**src/hdl/rqp_pkg.sv**
```systemverilog
// Package for the radio RSSI query poller.
// Holds register indexes, reset values, reply byte codes and the configuration struct.
// No dependencies; rqp_cfg_regs, rqp_core and the top level refer to it by scoped names.
`default_nettype none

package rqp_pkg;

  // APB address width: three 32-bit registers at byte offsets 0, 4 and 8.
  localparam int unsigned APB_ADDR_W = 4;
  localparam int unsigned APB_DATA_W = 32;

  // Register indexes (paddr[3:2]).
  localparam logic [1:0] REG_QUERY_INTERVAL = 2'd0;
  localparam logic [1:0] REG_REPLY_TIMEOUT  = 2'd1;
  localparam logic [1:0] REG_PACKET_BYTES   = 2'd2;

  // Register reset values.
  localparam logic [15:0] QUERY_INTERVAL_RST = 16'd1500;
  localparam logic [15:0] REPLY_TIMEOUT_RST  = 16'd150;
  localparam logic [7:0]  PACKET_BYTES_RST   = 8'd48;

  // Fixed bytes of the four-byte RSSI reply.
  localparam logic [7:0] REPLY_HEAD  = 8'hC1;
  localparam logic [7:0] REPLY_ADDR  = 8'h00;
  localparam logic [7:0] REPLY_LEN   = 8'h01;
  localparam logic [7:0] REPLY_BYTES = 8'd4;

  // Configuration handed from the register block to the core.
  typedef struct packed {
    logic [15:0] query_interval_ms;
    logic [15:0] reply_timeout_ms;
    logic [7:0]  packet_bytes;
  } cfg_t;

endpackage

`default_nettype wire

```
**src/hdl/rqp_if.sv**
```systemverilog
// Stream interfaces of the radio RSSI query poller: poll ticks in, status results out.
// Each carries valid, ready and its payload; a transfer happens when valid and ready are high.
// No dependencies.
`default_nettype none

interface rqp_poll_if;
  logic        valid;
  logic        ready;
  logic [31:0] now_ms;
  logic [7:0]  rx_count;
  logic [7:0]  head_byte;
  logic [7:0]  reply_addr_byte;
  logic [7:0]  reply_len_byte;
  logic [7:0]  reply_rssi_byte;

  modport source (
    output valid, now_ms, rx_count, head_byte, reply_addr_byte, reply_len_byte,
           reply_rssi_byte,
    input  ready
  );
  modport sink (
    input  valid, now_ms, rx_count, head_byte, reply_addr_byte, reply_len_byte,
           reply_rssi_byte,
    output ready
  );
endinterface

interface rqp_status_if;
  logic              valid;
  logic              ready;
  logic              send_query;
  logic              consume_reply;
  logic signed [8:0] rssi_dbm;
  logic              rssi_ok;
  logic              awaiting_reply;

  modport source (
    output valid, send_query, consume_reply, rssi_dbm, rssi_ok, awaiting_reply,
    input  ready
  );
  modport sink (
    input  valid, send_query, consume_reply, rssi_dbm, rssi_ok, awaiting_reply,
    output ready
  );
endinterface

`default_nettype wire

```
**src/hdl/rqp_cfg_regs.sv**
```systemverilog
// APB configuration registers of the radio RSSI query poller.
// Depends on rqp_pkg for register indexes, reset values and cfg_t.
`default_nettype none

module rqp_cfg_regs (
  input  wire logic                              clk,
  input  wire logic                              rst,
  input  wire logic                              psel,
  input  wire logic                              penable,
  input  wire logic                              pwrite,
  input  wire logic [rqp_pkg::APB_ADDR_W-1:0]    paddr,
  input  wire logic [rqp_pkg::APB_DATA_W-1:0]    pwdata,
  output logic      [rqp_pkg::APB_DATA_W-1:0]    prdata,
  output logic                                   pready,
  output rqp_pkg::cfg_t                          cfg
);

  logic [1:0] reg_index;
  logic       wr_en;

  assign reg_index = paddr[3:2];
  assign wr_en     = psel && penable && pwrite;
  assign pready    = 1'b1;

  // Register writes; indexes beyond the list are ignored.
  always_ff @(posedge clk) begin
    if (rst) begin
      cfg.query_interval_ms <= rqp_pkg::QUERY_INTERVAL_RST;
      cfg.reply_timeout_ms  <= rqp_pkg::REPLY_TIMEOUT_RST;
      cfg.packet_bytes      <= rqp_pkg::PACKET_BYTES_RST;
    end else if (wr_en) begin
      case (reg_index)
        rqp_pkg::REG_QUERY_INTERVAL: cfg.query_interval_ms <= pwdata[15:0];
        rqp_pkg::REG_REPLY_TIMEOUT:  cfg.reply_timeout_ms  <= pwdata[15:0];
        rqp_pkg::REG_PACKET_BYTES:   cfg.packet_bytes      <= pwdata[7:0];
        default: ;
      endcase
    end
  end

  // Read mux.
  always_comb begin
    case (reg_index)
      rqp_pkg::REG_QUERY_INTERVAL: prdata = {16'd0, cfg.query_interval_ms};
      rqp_pkg::REG_REPLY_TIMEOUT:  prdata = {16'd0, cfg.reply_timeout_ms};
      rqp_pkg::REG_PACKET_BYTES:   prdata = {24'd0, cfg.packet_bytes};
      default:                     prdata = '0;
    endcase
  end

endmodule

`default_nettype wire

```
**src/hdl/rqp_core.sv**
```systemverilog
// Poll tick processing of the radio RSSI query poller: input register, state update and
// result register. Depends on rqp_pkg and on the rqp_poll_if and rqp_status_if interfaces.
`default_nettype none

module rqp_core (
  input  wire logic          clk,
  input  wire logic          rst,
  input  wire rqp_pkg::cfg_t cfg,
  rqp_poll_if.sink           poll,
  rqp_status_if.source       status
);

  // Input register.
  logic        s1_valid;
  logic [31:0] s1_now;
  logic [7:0]  s1_count;
  logic [7:0]  s1_head;
  logic [7:0]  s1_addr;
  logic [7:0]  s1_len;
  logic [7:0]  s1_raw;
  logic        s1_advance;

  // Poller state. The last query time and the wait start time are always
  // loaded together, so a single register serves both.
  logic        waiting;
  logic        waiting_next;
  logic [31:0] query_time;
  logic [31:0] query_time_next;
  logic [8:0]  stored_rssi;
  logic [8:0]  stored_rssi_next;
  logic        stored_valid;
  logic        stored_valid_next;

  logic        send;
  logic        consume;
  logic [31:0] elapsed;
  logic        interval_done;
  logic        timed_out;

  // The input register moves on whenever the result register is free or being drained.
  assign s1_advance = s1_valid && (!status.valid || status.ready);
  assign poll.ready = !s1_valid || s1_advance;

  always_ff @(posedge clk) begin
    if (rst) begin
      s1_valid <= 1'b0;
    end else if (poll.ready) begin
      s1_valid <= poll.valid;
    end
  end

  always_ff @(posedge clk) begin
    if (poll.valid && poll.ready) begin
      s1_now   <= poll.now_ms;
      s1_count <= poll.rx_count;
      s1_head  <= poll.head_byte;
      s1_addr  <= poll.reply_addr_byte;
      s1_len   <= poll.reply_len_byte;
      s1_raw   <= poll.reply_rssi_byte;
    end
  end

  // Wrapping time difference and the two timer compares.
  assign elapsed       = s1_now - query_time;
  assign interval_done = elapsed >= {16'd0, cfg.query_interval_ms};
  assign timed_out     = elapsed > {16'd0, cfg.reply_timeout_ms};

  // Next state for one tick.
  always_comb begin
    waiting_next      = waiting;
    query_time_next   = query_time;
    stored_rssi_next  = stored_rssi;
    stored_valid_next = stored_valid;
    send              = 1'b0;
    consume           = 1'b0;
    if (!waiting) begin
      if (interval_done && (s1_count == 8'd0)) begin
        send            = 1'b1;
        query_time_next = s1_now;
        waiting_next    = 1'b1;
      end
    end else if (s1_count >= cfg.packet_bytes) begin
      waiting_next = 1'b0;
    end else if (s1_count >= rqp_pkg::REPLY_BYTES) begin
      if (s1_head == rqp_pkg::REPLY_HEAD) begin
        consume = 1'b1;
        if ((s1_addr == rqp_pkg::REPLY_ADDR) && (s1_len == rqp_pkg::REPLY_LEN)) begin
          // raw - 256 in 9-bit two's complement.
          stored_rssi_next  = {1'b1, s1_raw};
          stored_valid_next = 1'b1;
        end
      end
      waiting_next = 1'b0;
    end else if (timed_out) begin
      waiting_next = 1'b0;
    end
  end

  // State registers update once per tick as it leaves the input register.
  always_ff @(posedge clk) begin
    if (rst) begin
      waiting      <= 1'b0;
      query_time   <= '0;
      stored_rssi  <= '0;
      stored_valid <= 1'b0;
    end else if (s1_advance) begin
      waiting      <= waiting_next;
      query_time   <= query_time_next;
      stored_rssi  <= stored_rssi_next;
      stored_valid <= stored_valid_next;
    end
  end

  // Result register.
  always_ff @(posedge clk) begin
    if (rst) begin
      status.valid <= 1'b0;
    end else if (s1_advance) begin
      status.valid <= 1'b1;
    end else if (status.ready) begin
      status.valid <= 1'b0;
    end
  end

  always_ff @(posedge clk) begin
    if (s1_advance) begin
      status.send_query     <= send;
      status.consume_reply  <= consume;
      status.rssi_dbm       <= stored_rssi_next;
      status.rssi_ok        <= stored_valid_next;
      status.awaiting_reply <= waiting_next;
    end
  end

  // A query and a reply pop never come from the same tick.
  assert property (@(posedge clk) disable iff (rst)
    status.valid |-> !(status.send_query && status.consume_reply))
    else $error("send_query and consume_reply both set");

  // Sending a query always leaves the poller waiting.
  assert property (@(posedge clk) disable iff (rst)
    (status.valid && status.send_query) |-> status.awaiting_reply)
    else $error("query sent without entering the wait");

  // Popping a reply always ends the wait.
  assert property (@(posedge clk) disable iff (rst)
    (status.valid && status.consume_reply) |-> !status.awaiting_reply)
    else $error("reply consumed while still waiting");

  // Once a valid RSSI is stored it stays valid.
  assert property (@(posedge clk) disable iff (rst) !$fell(stored_valid))
    else $error("stored RSSI lost its valid bit");

  // A stored valid RSSI always has its sign bit set.
  assert property (@(posedge clk) disable iff (rst) stored_valid |-> stored_rssi[8])
    else $error("stored RSSI is not negative");

endmodule

`default_nettype wire

```
**src/hdl/radio_rssi_query_poller.sv**
```systemverilog
// Radio RSSI query poller, top level.
// Depends on rqp_pkg, rqp_if.sv (rqp_poll_if, rqp_status_if), rqp_cfg_regs and rqp_core.
//
// Usage: every poll tick enters on the poll channel with the current millisecond time
// and a snapshot of the UART receive FIFO (count, head byte and the next three bytes).
// For each tick exactly one result leaves on the status channel: send_query asks the
// UART to transmit the RSSI query, consume_reply asks it to pop four bytes, rssi_dbm and
// rssi_ok give the last stored RSSI, and awaiting_reply gives the state after the tick.
// The three configuration registers (query interval, reply timeout, packet size) sit on
// the APB port at byte offsets 0, 4 and 8; write them only while no tick is in flight.
// A poll transfer reaches its status result through the input register and then the
// result register. Throughput is one tick per cycle while results are taken; the
// single 32-bit subtract and its two compares sit between those registers.
// Reset clears the poller to idle with last query time 0, no stored RSSI, and loads the
// register defaults of 1500 ms, 150 ms and 48 bytes. When the status receiver stalls,
// the pending result holds, an empty input register still takes one more tick, and
// poll ready then drops until the result is taken.
`default_nettype none

module radio_rssi_query_poller (
  input  wire logic                           clk,
  input  wire logic                           rst,
  input  wire logic                           psel,
  input  wire logic                           penable,
  input  wire logic                           pwrite,
  input  wire logic [rqp_pkg::APB_ADDR_W-1:0] paddr,
  input  wire logic [rqp_pkg::APB_DATA_W-1:0] pwdata,
  output logic      [rqp_pkg::APB_DATA_W-1:0] prdata,
  output logic                                pready,
  rqp_poll_if.sink                            poll,
  rqp_status_if.source                        status
);

  rqp_pkg::cfg_t cfg;

  // Configuration registers.
  rqp_cfg_regs u_regs (
    .clk     (clk),
    .rst     (rst),
    .psel    (psel),
    .penable (penable),
    .pwrite  (pwrite),
    .paddr   (paddr),
    .pwdata  (pwdata),
    .prdata  (prdata),
    .pready  (pready),
    .cfg     (cfg)
  );

  // Tick processing.
  rqp_core u_core (
    .clk    (clk),
    .rst    (rst),
    .cfg    (cfg),
    .poll   (poll),
    .status (status)
  );

endmodule

`default_nettype wire
```
**src/flat_wrapper.sv**
```systemverilog
// flat-port wrapper written by rule: the top's interface ports become plain ports
module radio_rssi_query_poller_flat 
  (clk, rst, psel, penable, pwrite, paddr, pwdata, prdata, pready, poll_valid, poll_now_ms, poll_rx_count, poll_head_byte, poll_reply_addr_byte, poll_reply_len_byte, poll_reply_rssi_byte, poll_ready, status_valid, status_send_query, status_consume_reply, status_rssi_dbm, status_rssi_ok, status_awaiting_reply, status_ready);
  rqp_poll_if poll_i ();
  rqp_status_if status_i ();
  input  wire logic clk;
  input  wire logic rst;
  input  wire logic psel;
  input  wire logic penable;
  input  wire logic pwrite;
  input  wire logic [rqp_pkg::APB_ADDR_W-1:0] paddr;
  input  wire logic [rqp_pkg::APB_DATA_W-1:0] pwdata;
  output logic      [rqp_pkg::APB_DATA_W-1:0] prdata;
  output logic pready;
  input wire logic [$bits(poll_i.valid)-1:0] poll_valid;
  input wire logic [$bits(poll_i.now_ms)-1:0] poll_now_ms;
  input wire logic [$bits(poll_i.rx_count)-1:0] poll_rx_count;
  input wire logic [$bits(poll_i.head_byte)-1:0] poll_head_byte;
  input wire logic [$bits(poll_i.reply_addr_byte)-1:0] poll_reply_addr_byte;
  input wire logic [$bits(poll_i.reply_len_byte)-1:0] poll_reply_len_byte;
  input wire logic [$bits(poll_i.reply_rssi_byte)-1:0] poll_reply_rssi_byte;
  output wire logic [$bits(poll_i.ready)-1:0] poll_ready;
  output wire logic [$bits(status_i.valid)-1:0] status_valid;
  output wire logic [$bits(status_i.send_query)-1:0] status_send_query;
  output wire logic [$bits(status_i.consume_reply)-1:0] status_consume_reply;
  output wire logic [$bits(status_i.rssi_dbm)-1:0] status_rssi_dbm;
  output wire logic [$bits(status_i.rssi_ok)-1:0] status_rssi_ok;
  output wire logic [$bits(status_i.awaiting_reply)-1:0] status_awaiting_reply;
  input wire logic [$bits(status_i.ready)-1:0] status_ready;
  assign poll_i.valid = poll_valid;
  assign poll_i.now_ms = poll_now_ms;
  assign poll_i.rx_count = poll_rx_count;
  assign poll_i.head_byte = poll_head_byte;
  assign poll_i.reply_addr_byte = poll_reply_addr_byte;
  assign poll_i.reply_len_byte = poll_reply_len_byte;
  assign poll_i.reply_rssi_byte = poll_reply_rssi_byte;
  assign poll_ready = poll_i.ready;
  assign status_valid = status_i.valid;
  assign status_send_query = status_i.send_query;
  assign status_consume_reply = status_i.consume_reply;
  assign status_rssi_dbm = status_i.rssi_dbm;
  assign status_rssi_ok = status_i.rssi_ok;
  assign status_awaiting_reply = status_i.awaiting_reply;
  assign status_i.ready = status_ready;
  radio_rssi_query_poller u_core (.clk(clk), .rst(rst), .psel(psel), .penable(penable), .pwrite(pwrite), .paddr(paddr), .pwdata(pwdata), .prdata(prdata), .pready(pready), .poll(poll_i), .status(status_i));
endmodule
```
**config.mk**
```make
export PLATFORM = sky130hd
export DESIGN_NAME = radio_rssi_query_poller_flat
export DESIGN_NICKNAME = d
export VERILOG_FILES = /design/src/hdl/rqp_pkg.sv /design/src/hdl/rqp_if.sv /design/src/hdl/rqp_cfg_regs.sv /design/src/hdl/rqp_core.sv /design/src/hdl/radio_rssi_query_poller.sv /design/src/flat_wrapper.sv
export SDC_FILE = /design/constraint.sdc
export NUM_CORES = 1
export LEC_CHECK = 0
export ABC_AREA = 1
export ABC_CLOCK_PERIOD_IN_PS = 8900
export BUFFER_PORTS_ARGS = -buffer_cell sky130_fd_sc_hd__buf_2
export CAP_MARGIN = 40
export CORE_MARGIN = 3
export CORE_UTILIZATION = 40
export DETAILED_ROUTE_END_ITERATION = 8
export SLEW_MARGIN = 5
export SYNTH_ARGS = -nofsm -noshare
export SYNTH_HDL_FRONTEND = slang
export SYNTH_SLANG_ARGS = --single-unit
```
**constraint.sdc**
```tcl
create_clock -name clk -period 8.9 [get_ports clk]
set_input_delay 0.445 -clock clk [delete_from_list [all_inputs] [get_ports clk]]
set_output_delay 0.445 -clock clk [all_outputs]
set_load 0.01 [all_outputs]
```
# Yosys cells after proc, flatten, opt, wreduce, memory -nomap -nowiden
# Index checks and enable logic that the tools add are counted.
# classes
n_addsub,1
order_cmp,4
eq_ne,4
muxes,19
bitwise_logic,2
reduce_logical,19
# op_table
operator,count
16-bit one-hot mux with 3 select lines,1
9-bit two-way mux,5
32-bit by 16-bit >= comparator with 1-bit output,1
32-bit by 16-bit greater-than comparator with 1-bit output,1
32-bit subtractor,1
8-bit zero test,2
1-bit two-way mux,13
8-bit by 1-bit == test with 1-bit output (second input constant),1
8-bit == test (second input constant),1
8-bit by 3-bit >= comparator with 1-bit output (second input constant),1
8-bit >= comparator,1
1-bit logical AND,6
2-bit AND reduction,3
3-bit AND reduction,1
3-bit OR reduction,1
2-bit by 1-bit == test with 1-bit output (second input constant),1
2-bit == test (second input constant),1
1-bit zero test,2
2-bit zero test,1
1-bit logical OR,2
1-bit NOT,2
2-bit nonzero test,1
# word_totals
register_bits,170
inputBits,115
out_inout_bits,48
wordCells,69

# Logic depth before layout (Yosys ltp)
# Gate-level depths: netlist of the first run.
# depth
word_depth,7
depth_mapped,25
mapped_depth_nobuf,25

# By module
# From an unflattened synthesis of the first run, not the netlist that was laid out.
# hier_totals
hier_cells,1442
hier_area_um2,10450.0
# modules_own_cells
mod,instances,cells_each,area_each_um2
rqp_core,1,1147,8438.1
rqp_cfg_regs,1,295,2011.9

# Worst setup path before layout of the first run
# Ideal clock, no wire load.
# synth_path
path_type,flip-flop to flip-flop
start,reg u_core.u_core.s1_now[7]
end,reg u_core.u_core.query_time[10]
setup_ns,0.110
arrival_ns,2.779
required_ns,8.790
slack_ns,6.011
path_stages_with_launch,19
synth_period_minus_slack_ns,2.889
cell_sequence,edfxtp_1 ha_1 nand2_1 nor2_1 nand3_1 nand3b_1 xor2_1 ha_1 a21oi_1 nor3_1 a211oi_1 nand2_1 a21oi_1 nand3_4 nand3_4 buf_6 nand2_1 inv_1 nor2_1
# synth_via
elab_chain_cells,4
# synth_rtl
item,line,source
from (decl),rqp_core.sv:15,logic [31:0] s1_now;
from (signal assigned),rqp_core.sv:54,s1_now <= poll.now_ms;
32-bit subtractor,rqp_core.sv:64,assign elapsed = s1_now - query_time;
32-bit by 16-bit >= comparator with 1-bit output,rqp_core.sv:65,"assign interval_done = elapsed >= {16'd0, cfg.query_interval_ms};"
1-bit logical AND,rqp_core.sv:77,if (interval_done && (s1_count == 8'd0)) begin
3-bit AND reduction (no line),n/a,
to (signal assigned),rqp_core.sv:108,query_time <= query_time_next;
to (decl),rqp_core.sv:27,logic [31:0] query_time;
# No other way between the ends.
# A chain may end at the register's enable or synchronous reset.

# Final worst setup path of the first run
# Same ends and word-level chain as after synthesis.

==> impl_metrics.py, run 1 <==
metrics = {
    "timing": {
        "fmax_mhz": 238,
        "setup_tns_ps": 0,
        "drv_slew": 0,
        "finalHoldViolCount": 0,
        "setup_viol": 0,
        "maxSlewHeadroom": 0.486,
        "layout_min_cycle_time_ps": 4200,
        "rsz0062_at_grt": "false",
        "worst_pin_slew_ps": 767,
        "min_period_over_period": 0.472,
        "fin_worst_skew_ps": 10.9,
    },
    "worst_setup_path": {
        "path_max_fanout": 34,
        "rr_worst_depth": 17,
        "crit_arrival_ps": 4520,
        "required_ps": 9220,
        "start_kind": "register",
        "worstPathCellList": "ha_1, nand2_1, nor2_1, nand3_1, nand3b_1, xor2_1, ha_1, a21oi_1, nor3_1, a211oi_1, nand2_1, a21oi_1, nand3_4, nand3_4, nand2_1, inv_1, nor2_1",
        "cp_top_family": "simple AND/OR/NAND/NOR gates",
        "r2r_slack_ps": 4700,
        "crit_type": "reg2reg",
        "timing.rr.end": "u_core.u_core.query_time[10]$_SDFFE_PP0P_",
        "cp-end-kind": "register",
        "max_stage_delay_ps": 570,
        "cpMostUsedCell": "nand2_1",
        "cp_slowest_cell": "nand3_4",
        "crit_buf_inv": 1,
        "regToRegStartpoint": "u_core.u_core.s1_now[7]$_DFFE_PP_",
    },
    "floorplanning": {
        "die_w_um": 165,
        "start_util": 0.412,
        "io_pins": 163,
        "die_area_mm2": 0.0273,
        "rows": 57,
        "die_h_um": 165,
        "core_mm2": 0.0246,
    },
    "global_routing": {
        "grt_pass1_vias": 8018,
        "grt_pass1_wl_um": 39400,
        "grt_max_degree": 73,
        "gr-usage-all-layers": 0.182,
        "antenna_found_initial": 4,
        "grt-ovfl-total": 0,
    },
    "clock_network": {
        "clk_path_buf_depth": 2,
        "post_cts_resized": 0,
        "root_buffer": "clkbuf_16",
        "cts-htree-levels": 4,
        "insertion_delay_ps": 430,
        "cts_buffers": 17,
        "postCtsSetupBuffers": 0,
        "cts_tree": "yes",
        "numClockSinks": 170,
        "hold_buffers": 0,
        "clkTransAtPathRegs_ps": 70,
    },
    "synth": {
        "netlist_instances": 1334,
        "synth_cell_type_count": 40,
        "yosys.area.top_type": "edfxtp_1",
        "ys_ff_latch": 170,
        "synth_area_leaders": "edfxtp_1 (25%), dfxtp_1 (17%), nand2_1 (13%), inv_1 (9.6%), ha_1 (8.8%)",
        "postSynthAreaPerCell_um2": 7.59,
        "synth_top_cell_area_share": 0.252,
        "ys_seq_area_frac": 0.420,
        "yosysWarnings": 0,
        "syn_area_mm2": 0.0101,
    },
    "finish": {
        "multi_input_area_mm2": 0.00458,
        "area_delta_synth_final_pct": 14.0,
        "fill_cells": 2494,
        "final_nets": 1642,
        "stdcell_count": 1793,
        "drive_gt1_frac": 0.151,
        "seqCellArea_mm2": 0.00425,
    },
    "place": {
        "port_buffers": 127,
        "post-place-cells": 1760,
        "gp_congestion": 0.881,
        "dp_hpwl_um": 18500,
    },
    "hold_path": {
        "holdCritStartpoint": "poll_now_ms[27]",
        "whs_endpoint": "u_core.u_core.s1_now[27]$_DFFE_PP_",
        "min_path_type": "in2reg",
        "whs_path_depth": 1,
    },
    "power": {
        "irDropWorstVdd_uv": 112,
        "p_leak_nw": 5.63,
        "p_per_area_mw_per_mm2": 159,
    },
    "drt": {
        "final_antenna_net_count": 0,
        "wl_per_cell_um": 13.5,
        "dr.pass1.iters": 4,
        "drt-initial-drc-count": 471,
        "drcViolationCount": 0,
        "route.final.wire_length_um": 24200,
        "avgViaCountPerCell": 4.74,
        "vias": 8498,
    },
    "run": {
        "maxCapViolations": 0,
    },
    "run_status": {
        "outcome": "complete, no violations",
    },
}
-- placed cells by master, fill, tap and decap left out, types with 4 or more instances in the layout --
cell | synthesis | routed
nand2_1 | 340 | 340
conb_1 | 2 | 17
o221ai_1 | 7 | 7
nand3_1 | 41 | 41
nand4_1 | 48 | 48
dfxtp_1 | 85 | 85
inv_2 | 19 | 20
o22ai_1 | 9 | 9
xor2_1 | 14 | 14
o21bai_1 | 6 | 6
nor4_1 | 10 | 9
nor3_1 | 6 | 6
buf_2 | 1 | 127
clkbuf_16 | 0 | 18
o211ai_1 | 14 | 14
inv_1 | 258 | 257
a21oi_1 | 83 | 83
clkinv_1 | 4 | 4
nor2_2 | 9 | 9
edfxtp_1 | 85 | 85
buf_4 | 17 | 6
nand2_2 | 23 | 23
and2_1 | 7 | 7
nor2_1 | 96 | 96
ha_1 | 71 | 71
o21ai_0 | 35 | 35
-- synthesized netlist by cell type (all sizes together) --
master  instances
a211oi          1
a21boi          1
a21oi          83
and2            8
and3            1
buf            24
clkbuf         22
clkinv          4
conb            2
dfxtp          85
edfxtp         85
fa              1
ha             71
inv           277
nand2         363
nand3          45
nand3b          3
nand4          48
nor2          105
nor3            6
nor4           11
nor4b           1
o211ai         14
o21a            1
o21ai          35
o21bai          6
o221ai          7
o22ai           9
xnor2           1
xor2           14
-- metrics by stage --
step                      power (mW)  setup slack (ps)  utilization  cell area (µm²)  hold slack, ps
after detailed placement        1.13              4700        0.446            11000             457
after global routing            1.92              4380        0.469            11500             168
after global placement          1.12              4710        0.446            11000             445
after CTS                       1.85              4660        0.469            11500             171
final                           1.84              4700        0.469            11500             188
after floorplan                 1.05              6010            -            10200             430
-- worst reg2reg max path, stage by stage, from the launching register on --
cell,delay (ps)
edfxtp_1,410
ha_1,410
nand2_1,120
nor2_1,200
nand3_1,110
nand3b_1,180
xor2_1,370
ha_1,320
a21oi_1,150
nor3_1,60
a211oi_1,200
nand2_1,100
a21oi_1,220
nand3_4,430
nand3_4,590
nand2_1,120
inv_1,70
nor2_1,40
-- kinds of logic (layout without fill, tap and decap cells) --
kind of cell	Yosys count	after routing	share of synthesized area
xor gates and xnor gates	15	15	0.0130
and+or+nand+nor	591	591	0.256
other	2	18	0.000742
AOI/OAI and AO/OA	157	157	0.0870
buffers and inverters	327	446	0.134
adders and majority gates	72	72	0.0897
DFF	170	170	0.420
-- power by group --
part           leakage, nW  switching, mW  internal (mW)
logic                 3.83          0.157         0.0885
registers             1.52         0.0127          0.851
clock network        0.279          0.330          0.397
total                 5.63          0.499           1.34
-- routing by layer --
layer	GRT usage	vias up	share of wire
met4	0.0377	6	0.0097
met1	0.251	3821	0.49
li1	-	4467	-
met2	0.283	181	0.44
met5	0	-	0.0012
met3	0.0559	23	0.068
-- area by class of cell --
| class | count | area share |
|---|---|---|
| sequential | 170 | 0.368 |
| inverter | 281 | 0.0914 |
| tap | 324 | 0.0351 |
| clock inverter | 9 | 0.00672 |
| timing repair buffer | 133 | 0.0590 |
| multi-input combinational | 852 | 0.397 |
| clock buffer | 23 | 0.0425 |
| antenna | 1 | 0.000217 |
-- registers in the layout, indices dropped and copies added, names as in the netlist --
name	flops
u_core.u_core.status.rssi_ok	1
u_core.u_core.stored_valid	1
u_core.u_core.status.awaiting_reply	1
u_core.u_core.stored_rssi	9
u_core.u_core.s1_count	8
u_core.u_core.status.consume_reply	1
u_core.u_core.s1_len	8
u_core.u_core.s1_raw	8
u_core.u_regs.cfg	40
u_core.u_core.status.rssi_dbm	9
u_core.u_core.s1_valid	1
u_core.u_core.status.valid	1
u_core.u_core.waiting	1
u_core.u_core.query_time	32
u_core.u_core.status.send_query	1
u_core.u_core.s1_now	32
u_core.u_core.s1_head	8
u_core.u_core.s1_addr	8
-- worst max path at each step --
stage	startpoint	to	slack (ps)	cells after the start
floorplan	u_core.u_core.s1_now[7]$_DFFE_PP_	u_core.u_core.query_time[10]$_SDFFE_PP0P_	6010	18
global placement	u_core.u_core.s1_now[7]$_DFFE_PP_	u_core.u_core.query_time[9]$_SDFFE_PP0P_	4710	17
detailed placement	u_core.u_core.s1_now[7]$_DFFE_PP_	u_core.u_core.query_time[10]$_SDFFE_PP0P_	4700	17
CTS	u_core.u_core.s1_now[7]$_DFFE_PP_	u_core.u_core.query_time[10]$_SDFFE_PP0P_	4660	17
global route	u_core.u_core.s1_now[7]$_DFFE_PP_	u_core.u_core.query_time[1]$_SDFFE_PP0P_	4380	17
finish	u_core.u_core.s1_now[7]$_DFFE_PP_	u_core.u_core.query_time[10]$_SDFFE_PP0P_	4700	17
No activity file was read; power rests on OpenSTA's default activity.
==> run 2: changes to the inputs <==
--- a/config.mk
+++ b/config.mk
@@ -6,7 +6,7 @@
 export NUM_CORES = 1
 export LEC_CHECK = 0
 export ABC_AREA = 1
-export ABC_CLOCK_PERIOD_IN_PS = 8900
+export ABC_CLOCK_PERIOD_IN_PS = 3610
 export BUFFER_PORTS_ARGS = -buffer_cell sky130_fd_sc_hd__buf_2
 export CAP_MARGIN = 40
 export CORE_MARGIN = 3
==> constraint.sdc (replaced) <==
create_clock -name clk -period 3.61 [get_ports clk]
set_input_delay 0.1805 -clock clk [delete_from_list [all_inputs] [get_ports clk]]
set_output_delay 0.1805 -clock clk [all_outputs]
set_load 0.01 [all_outputs]
==> impl_metrics.py, run 2 (synthesized netlist as in run 1, its figures left out) <==
metrics = {
    "finish": {
        "fill_cells": 2426,
        "mostFrequentLayoutCell": "nand2_1",
        "area_delta_synth_final_pct": 24.6,
        "final_cell_mix": "nand2_1 (339), inv_1 (257), buf_2 (127), nor2_1 (95)",
        "largest_register_ffs": 40,
        "top_register": "u_core.u_regs.cfg",
        "reg_top3": "u_core.u_regs.cfg x40, u_core.u_core.query_time x32, u_core.u_core.s1_now x32",
        "final_nets": 1738,
        "final_core_util": 0.513,
        "drive_gt1_frac": 0.162,
        "n_antenna_cell": 0,
    },
    "floorplanning": {
        "rows": 57,
        "start_util": 0.412,
        "core_mm2": 0.0246,
        "die_w_um": 165,
        "die_h_um": 165,
        "die_area_mm2": 0.0273,
        "io_pins": 163,
    },
    "drt": {
        "wl_per_cell_um": 13.3,
        "vias": 8877,
        "drt-initial-drc-count": 518,
        "final_antenna_net_count": 0,
        "dr.pass1.iters": 5,
        "avgViaCountPerCell": 4.70,
        "drcViolationCount": 0,
        "route.final.wire_length_um": 25100,
    },
    "global_routing": {
        "grt_max_degree": 73,
        "gr-usage-all-layers": 0.191,
        "grt-ovfl-total": 0,
        "grt_pass1_vias": 8660,
        "grt_pass1_wl_um": 41600,
        "antenna_found_initial": 0,
    },
    "worst_setup_path": {
        "rr_worst_depth": 18,
        "cp_slowest_cell": "edfxtp_1",
        "path_max_fanout": 17,
        "r2r_slack_ps": 310,
        "worstPathCellList": "ha_2, nand2_1, nor2_2, nand3_1, nand3b_1, xor2_2, ha_1, a21oi_1, nor3_1, a211oi_2, nand2_1, a21oi_2, nand3_4, nand3_4, buf_12, nand2_2, inv_1, nor2_1",
        "max_stage_delay_ps": 430,
        "start_kind": "register",
        "crit_buf_inv": 2,
        "regToRegStartpoint": "u_core.u_core.s1_now[6]$_DFFE_PP_",
        "cp_top_family": "simple AND/OR/NAND/NOR gates",
        "cp-end-kind": "register",
        "crit_type": "reg2reg",
        "required_ps": 3930,
        "timing.rr.end": "u_core.u_core.query_time[21]$_SDFFE_PP0P_",
        "crit_arrival_ps": 3620,
    },
    "timing": {
        "fmax_mhz": 303,
        "finalHoldViolCount": 0,
        "worst_pin_slew_ps": 795,
        "setup_viol": 0,
        "drv_slew": 0,
        "rsz0062_at_grt": "false",
        "fin_ws_ps": 313,
        "fin_worst_skew_ps": 16.3,
        "layout_min_cycle_time_ps": 3300,
        "maxSlewHeadroom": 0.469,
        "setup_tns_ps": 0,
        "min_period_over_period": 0.913,
    },
    "power": {
        "p_per_area_mw_per_mm2": 381,
        "combPwrFrac": 0.145,
        "clock_power_share": 0.412,
        "switching_share": 0.270,
        "power_switching_mw": 1.30,
        "power_mw": 4.81,
        "pwr-share-seq": 0.443,
        "intPower_mw": 3.51,
        "p_leak_nw": 6.09,
        "irDropWorstVdd_uv": 268,
    },
    "place": {
        "gp_congestion": 0.882,
        "dp_hpwl_um": 19000,
        "port_buffers": 127,
        "pre_cts_ws_ps": 54.5,
    },
    "clock_network": {
        "numClockSinks": 170,
        "insertion_delay_ps": 440,
        "clk_path_buf_depth": 2,
        "cts_tree": "yes",
        "clkTransAtPathRegs_ps": 70,
        "cts_buffers": 17,
        "cts-htree-levels": 4,
        "root_buffer": "clkbuf_16",
        "postCtsSetupBuffers": 0,
    },
    "run": {
        "maxCapViolations": 0,
    },
    "hold_path": {
        "whs_path_depth": 3,
        "holdCritStartpoint": "pwdata[5]",
        "whs_endpoint": "u_core.u_regs.cfg[5]$_SDFFE_PP1P_",
        "min_path_type": "in2reg",
    },
    "run_status": {
        "outcome": "complete, no violations",
    },
}
run 2: cell count changes in the layout (fill, tap and decap cells not counted), moves of 3 or more:
cell and delta:
dlygate4sd3_1 +79, bufinv_16 +3, xor2_2 +5, ha_1 -4, buf_4 +15, ha_2 +3, xor2_1 -5
run 2: tightest hold or removal path, stage by stage:
cell and delay [ps]:
buf_2 110, nand2_1 50, o211ai_1 70
run 2: metal layers:
layer  track usage  part of all wire  up-vias
met5             0                 0        -
met4        0.0396            0.0097        0
met3        0.0399             0.053       20
met2         0.318              0.46      180
met1         0.256              0.48     4021
li1              -                 -     4656
run 2: stage by stage:
stage	hold slack, ps	area, µm²	std cells
2_1_floorplan	250	10200	1349
3_3_place_gp	356	11100	1777
3_5_place_dp	359	11100	1777
4_1_cts	0.559	12500	1888
5_1_grt	26.0	12600	1888
6_report	9.59	12600	1888
run 2: repair_timing:
action	in CTS	in global routing
resized for setup	0	17
hold buffers	79	0
hold endpoints to repair	81	0
endpoints found under the setup margin	0	35
run 2: final cells by class:
type / count / area, µm² / area share
multi-input cells: 852 / 4660 / 0.369
repair buffers: 229 / 1620 / 0.128
clock buffers: 18 / 429 / 0.0340
well taps: 324 / 405 / 0.0321
flip-flops and latches: 170 / 4250 / 0.337
inverters: 281 / 1050 / 0.0836
clock inverters: 14 / 203 / 0.0161
run 2: how the worst max path moves through the flow:
stage / startpoint / cells after the start / slack, ps / end
2_1_floorplan: u_core.u_core.s1_now[7]$_DFFE_PP_ / 18 / 720 / u_core.u_core.query_time[10]$_SDFFE_PP0P_
3_3_place_gp: u_core.u_core.s1_now[8]$_DFFE_PP_ / 17 / 130 / u_core.u_core.query_time[28]$_SDFFE_PP0P_
3_5_place_dp: u_core.u_core.s1_now[8]$_DFFE_PP_ / 17 / 50 / u_core.u_core.query_time[21]$_SDFFE_PP0P_
4_1_cts: u_core.u_core.s1_now[8]$_DFFE_PP_ / 17 / 30 / u_core.u_core.query_time[21]$_SDFFE_PP0P_
5_1_grt: u_core.u_core.s1_now[0]$_DFFE_PP_ / 20 / 3 / u_core.u_core.query_time[21]$_SDFFE_PP0P_
6_report: u_core.u_core.s1_now[6]$_DFFE_PP_ / 18 / 310 / u_core.u_core.query_time[21]$_SDFFE_PP0P_
run 2: power by group through the flow:
stage	registers [mW]	clock network (mW)	logic (mW)
2_1_floorplan	2.17	0	0.421
3_3_place_gp	2.17	0	0.604
3_5_place_dp	2.17	0	0.616
4_1_cts	2.13	2.03	0.685
5_1_grt	2.14	2.11	0.796
6_report	2.13	1.98	0.696
==> run 3: changes to the inputs <==
--- a/config.mk
+++ b/config.mk
@@ -5,11 +5,9 @@
 export SDC_FILE = /design/constraint.sdc
 export NUM_CORES = 1
 export LEC_CHECK = 0
-export ABC_AREA = 1
 export ABC_CLOCK_PERIOD_IN_PS = 3610
 export BUFFER_PORTS_ARGS = -buffer_cell sky130_fd_sc_hd__buf_2
 export CAP_MARGIN = 40
-export CORE_MARGIN = 3
 export CORE_UTILIZATION = 40
 export DETAILED_ROUTE_END_ITERATION = 8
 export SLEW_MARGIN = 5
==> impl_metrics.py, run 3 <==
metrics = {
    "synth": {
        "syn_area_mm2": 0.00957,
        "ys_seq_area_frac": 0.444,
        "ys_ff_latch": 170,
        "synth_edf_count": 85,
        "synthTopCellsByCount": "nand2_1 (113), dfxtp_1 (85), edfxtp_1 (85), inv_1 (83), a21oi_1 (80)",
        "postSynthAreaPerCell_um2": 9.66,
        "synth_top_cell_area_share": 0.267,
        "synth_cell_type_count": 67,
        "synth_area_leaders": "edfxtp_1 (27%), dfxtp_1 (18%), ha_1 (9.3%), nand2_1 (4.4%), a21oi_1 (4.2%)",
        "yosys.area.top_type": "edfxtp_1",
        "synthArstFlopShare": 0,
        "yosysMostFrequentCell": "nand2_1",
        "netlist_instances": 991,
        "ys.flop_type": "edfxtp_1",
        "yosysWarnings": 0,
    },
    "drt": {
        "final_antenna_net_count": 0,
        "wl_per_cell_um": 16.0,
        "dr.pass1.iters": 7,
        "drt-initial-drc-count": 579,
        "route.final.wire_length_um": 26200,
        "avgViaCountPerCell": 5.19,
        "vias": 8479,
        "drcViolationCount": 0,
    },
    "finish": {
        "final_core_util": 0.562,
        "fin_area_mm2": 0.0132,
        "final_cell_mix": "buf_2 (127), buf_4 (118), nand2_1 (112), dfxtp_1 (85), edfxtp_1 (85)",
        "top_register": "u_core.u_regs.cfg",
        "n_antenna_cell": 0,
        "final_nets": 1490,
        "stdcell_count": 1635,
        "largest_register_ffs": 40,
        "mostFrequentLayoutCell": "buf_2",
        "reg_top3": "u_core.u_regs.cfg x40, u_core.u_core.query_time x32, u_core.u_core.s1_now x32",
        "drive_gt1_frac": 0.280,
        "fill_cells": 2025,
        "area_delta_synth_final_pct": 37.7,
    },
    "hold_path": {
        "min_path_type": "in2reg",
    },
    "timing": {
        "fin_worst_skew_ps": 16.8,
        "finalHoldViolCount": 0,
        "min_period_over_period": 1.07,
        "layout_min_cycle_time_ps": 3880,
        "drv_slew": 0,
        "setup_viol": 35,
        "fin_ws_ps": -266,
        "setup_tns_ps": -7500,
        "rsz0062_at_grt": "true",
        "worst_pin_slew_ps": 824,
        "holdWs_ps": 16.2,
        "fmax_mhz": 258,
        "maxSlewHeadroom": 0.451,
    },
    "clock_network": {
        "cts_tree": "yes",
        "cts_buffers": 17,
        "root_buffer": "clkbuf_16",
        "clkTransAtPathRegs_ps": 80,
        "numClockSinks": 170,
        "clk_path_buf_depth": 2,
        "cts-htree-levels": 4,
        "insertion_delay_ps": 440,
    },
    "run_status": {
        "outcome": "finished, violations left",
        "violations": "negative setup slack",
    },
    "worst_setup_path": {
        "path_max_fanout": 5,
        "cp_slowest_cell": "edfxtp_1",
        "cp_top_family": "compound AO/OA/AOI/OAI gates",
        "max_stage_delay_ps": 360,
        "worstPathCellList": "inv_1, ha_2, fa_2, nand2b_4, a21oi_4, nor2_2, o21ai_2, a21o_1, a21oi_2, xnor2_1, buf_4, ha_4, a21o_1, a21oi_2, a21oi_2, nor4b_2, nand4_2, buf_6, buf_12, nand2_8, nand2_1",
        "crit_arrival_ps": 4060,
        "cp-endpoint": "u_core.u_core.status.awaiting_reply$_DFFE_PP_",
        "cpMostUsedCell": "a21oi_2",
        "rr_worst_depth": 21,
        "regToRegStartpoint": "u_core.u_core.s1_now[0]$_DFFE_PP_",
        "cp-end-kind": "register",
        "crit_buf_inv": 4,
        "r2r_slack_ps": -270,
        "timing.rr.end": "u_core.u_core.status.awaiting_reply$_DFFE_PP_",
        "required_ps": 3790,
        "cp_num_cells": 21,
        "crit_type": "reg2reg",
        "start_kind": "register",
        "startpoint": "u_core.u_core.s1_now[0]$_DFFE_PP_",
    },
    "place": {
        "placedInstanceArea_mm2": 0.0113,
        "post-place-cells": 1504,
        "gp_congestion": 0.904,
        "dp_hpwl_um": 18300,
        "port_buffers": 127,
    },
    "global_routing": {
        "grt_pass1_vias": 8256,
        "gr-usage-all-layers": 0.215,
        "grt_max_degree": 65,
        "antenna_found_initial": 0,
        "grt-ovfl-total": 0,
        "grt_pass1_wl_um": 41500,
    },
    "floorplanning": {
        "io_pins": 163,
        "rows": 56,
        "start_util": 0.408,
        "core_mm2": 0.0235,
        "die_h_um": 157,
        "die_w_um": 157,
        "die_area_mm2": 0.0246,
    },
    "power": {
        "p_per_area_mw_per_mm2": 365,
        "irDropWorstVdd_uv": 338,
        "p_leak_nw": 5.39,
    },
    "run": {
        "maxCapViolations": 0,
    },
}
run 3: cell count changes in the layout (fill, tap and decap cells not counted), sizes merged, moves of 31 or more:
cell,change
o31ai,+31
nand2,-250
inv,-194
nor2,-46
nand3,-36
mux2i,+35
buf,+105
run 3: layout make-up:
| class | count | area [µm²] | area share |
|---|---|---|---|
| clock buffer | 17 | 425 | 0.0323 |
| clock inverter | 15 | 193 | 0.0146 |
| multi-input combinational | 690 | 5000 | 0.379 |
| inverter | 83 | 312 | 0.0236 |
| timing repair buffer | 341 | 2600 | 0.197 |
| sequential | 170 | 4250 | 0.323 |
| tap | 319 | 399 | 0.0303 |
run 3: worst min-delay path by stage:
stage / slack [ps] / endpoint / start / cells after the start
after floorplan: 280 / u_core.u_core.s1_addr[0]$_DFFE_PP_ / poll_reply_addr_byte[0] / 0
after global placement: 360 / u_core.u_core.s1_count[1]$_DFFE_PP_ / poll_rx_count[1] / 1
after detailed placement: 360 / u_core.u_core.s1_addr[7]$_DFFE_PP_ / poll_reply_addr_byte[7] / 1
after CTS: 0.3 / u_core.u_regs.cfg[39]$_SDFFE_PP0P_ / pwdata[15] / 3
after global routing: 10 / u_core.u_regs.cfg[23]$_SDFFE_PP0P_ / pwdata[15] / 3
final: 20 / u_core.u_regs.cfg[14]$_SDFFE_PP0P_ / pwdata[6] / 3
run 3: metal layers:
metal | global-route usage | wire length, µm
met5 | 0 | 0
met4 | 0.0574 | 295
met1 | 0.291 | 12500
met3 | 0.0385 | 1240
met2 | 0.352 | 12100
run 3: cells by family (layout without fill, tap and decap cells):
group,Yosys count,count (layout),synth area share
and+or+nand+nor,296,298,0.151
xor gates and xnor gates,20,20,0.0183
muxes,44,44,0.0472
AOI/OAI and AO/OA,239,239,0.176
DFF,170,170,0.444
adders and majority gates,72,72,0.0949
other,2,17,0.000784
buffers and inverters,148,456,0.0682
run 3: worst reg2reg max path: stages (launching register included):
cell      delay (ps)
edfxtp_1         360
inv_1             50
ha_2             190
fa_2             340
nand2b_4         170
a21oi_4          170
nor2_2            70
o21ai_2          140
a21o_1           140
a21oi_2           50
xnor2_1          210
buf_4            160
ha_4             200
a21o_1           170
a21oi_2          150
a21oi_2           80
nor4b_2          280
nand4_2          210
buf_6            210
buf_12           150
nand2_8           80
nand2_1           50
run 3: stage by stage:
stage	worst slack [ps]	power [mW]
floorplan	-44.1	2.55
global placement	-209	2.81
detailed placement	-260	2.82
CTS	-142	4.83
global route	-430	5.00
finish	-266	4.81
run 3: power breakdown:
part | leakage, nW | switching [mW] | internal (mW)
logic | 3.59 | 0.395 | 0.377
registers | 1.51 | 0.0331 | 2.09
clock network | 0.295 | 0.913 | 1.00
run 3: repair_timing:
item,CTS,global route
pin swaps,20,34
hold buffers,84,0
gates cloned,4,2
endpoints found under the setup margin,35,35
endpoints found under the hold margin,92,0
gates resized for setup,27,22
buffers inserted,6,3
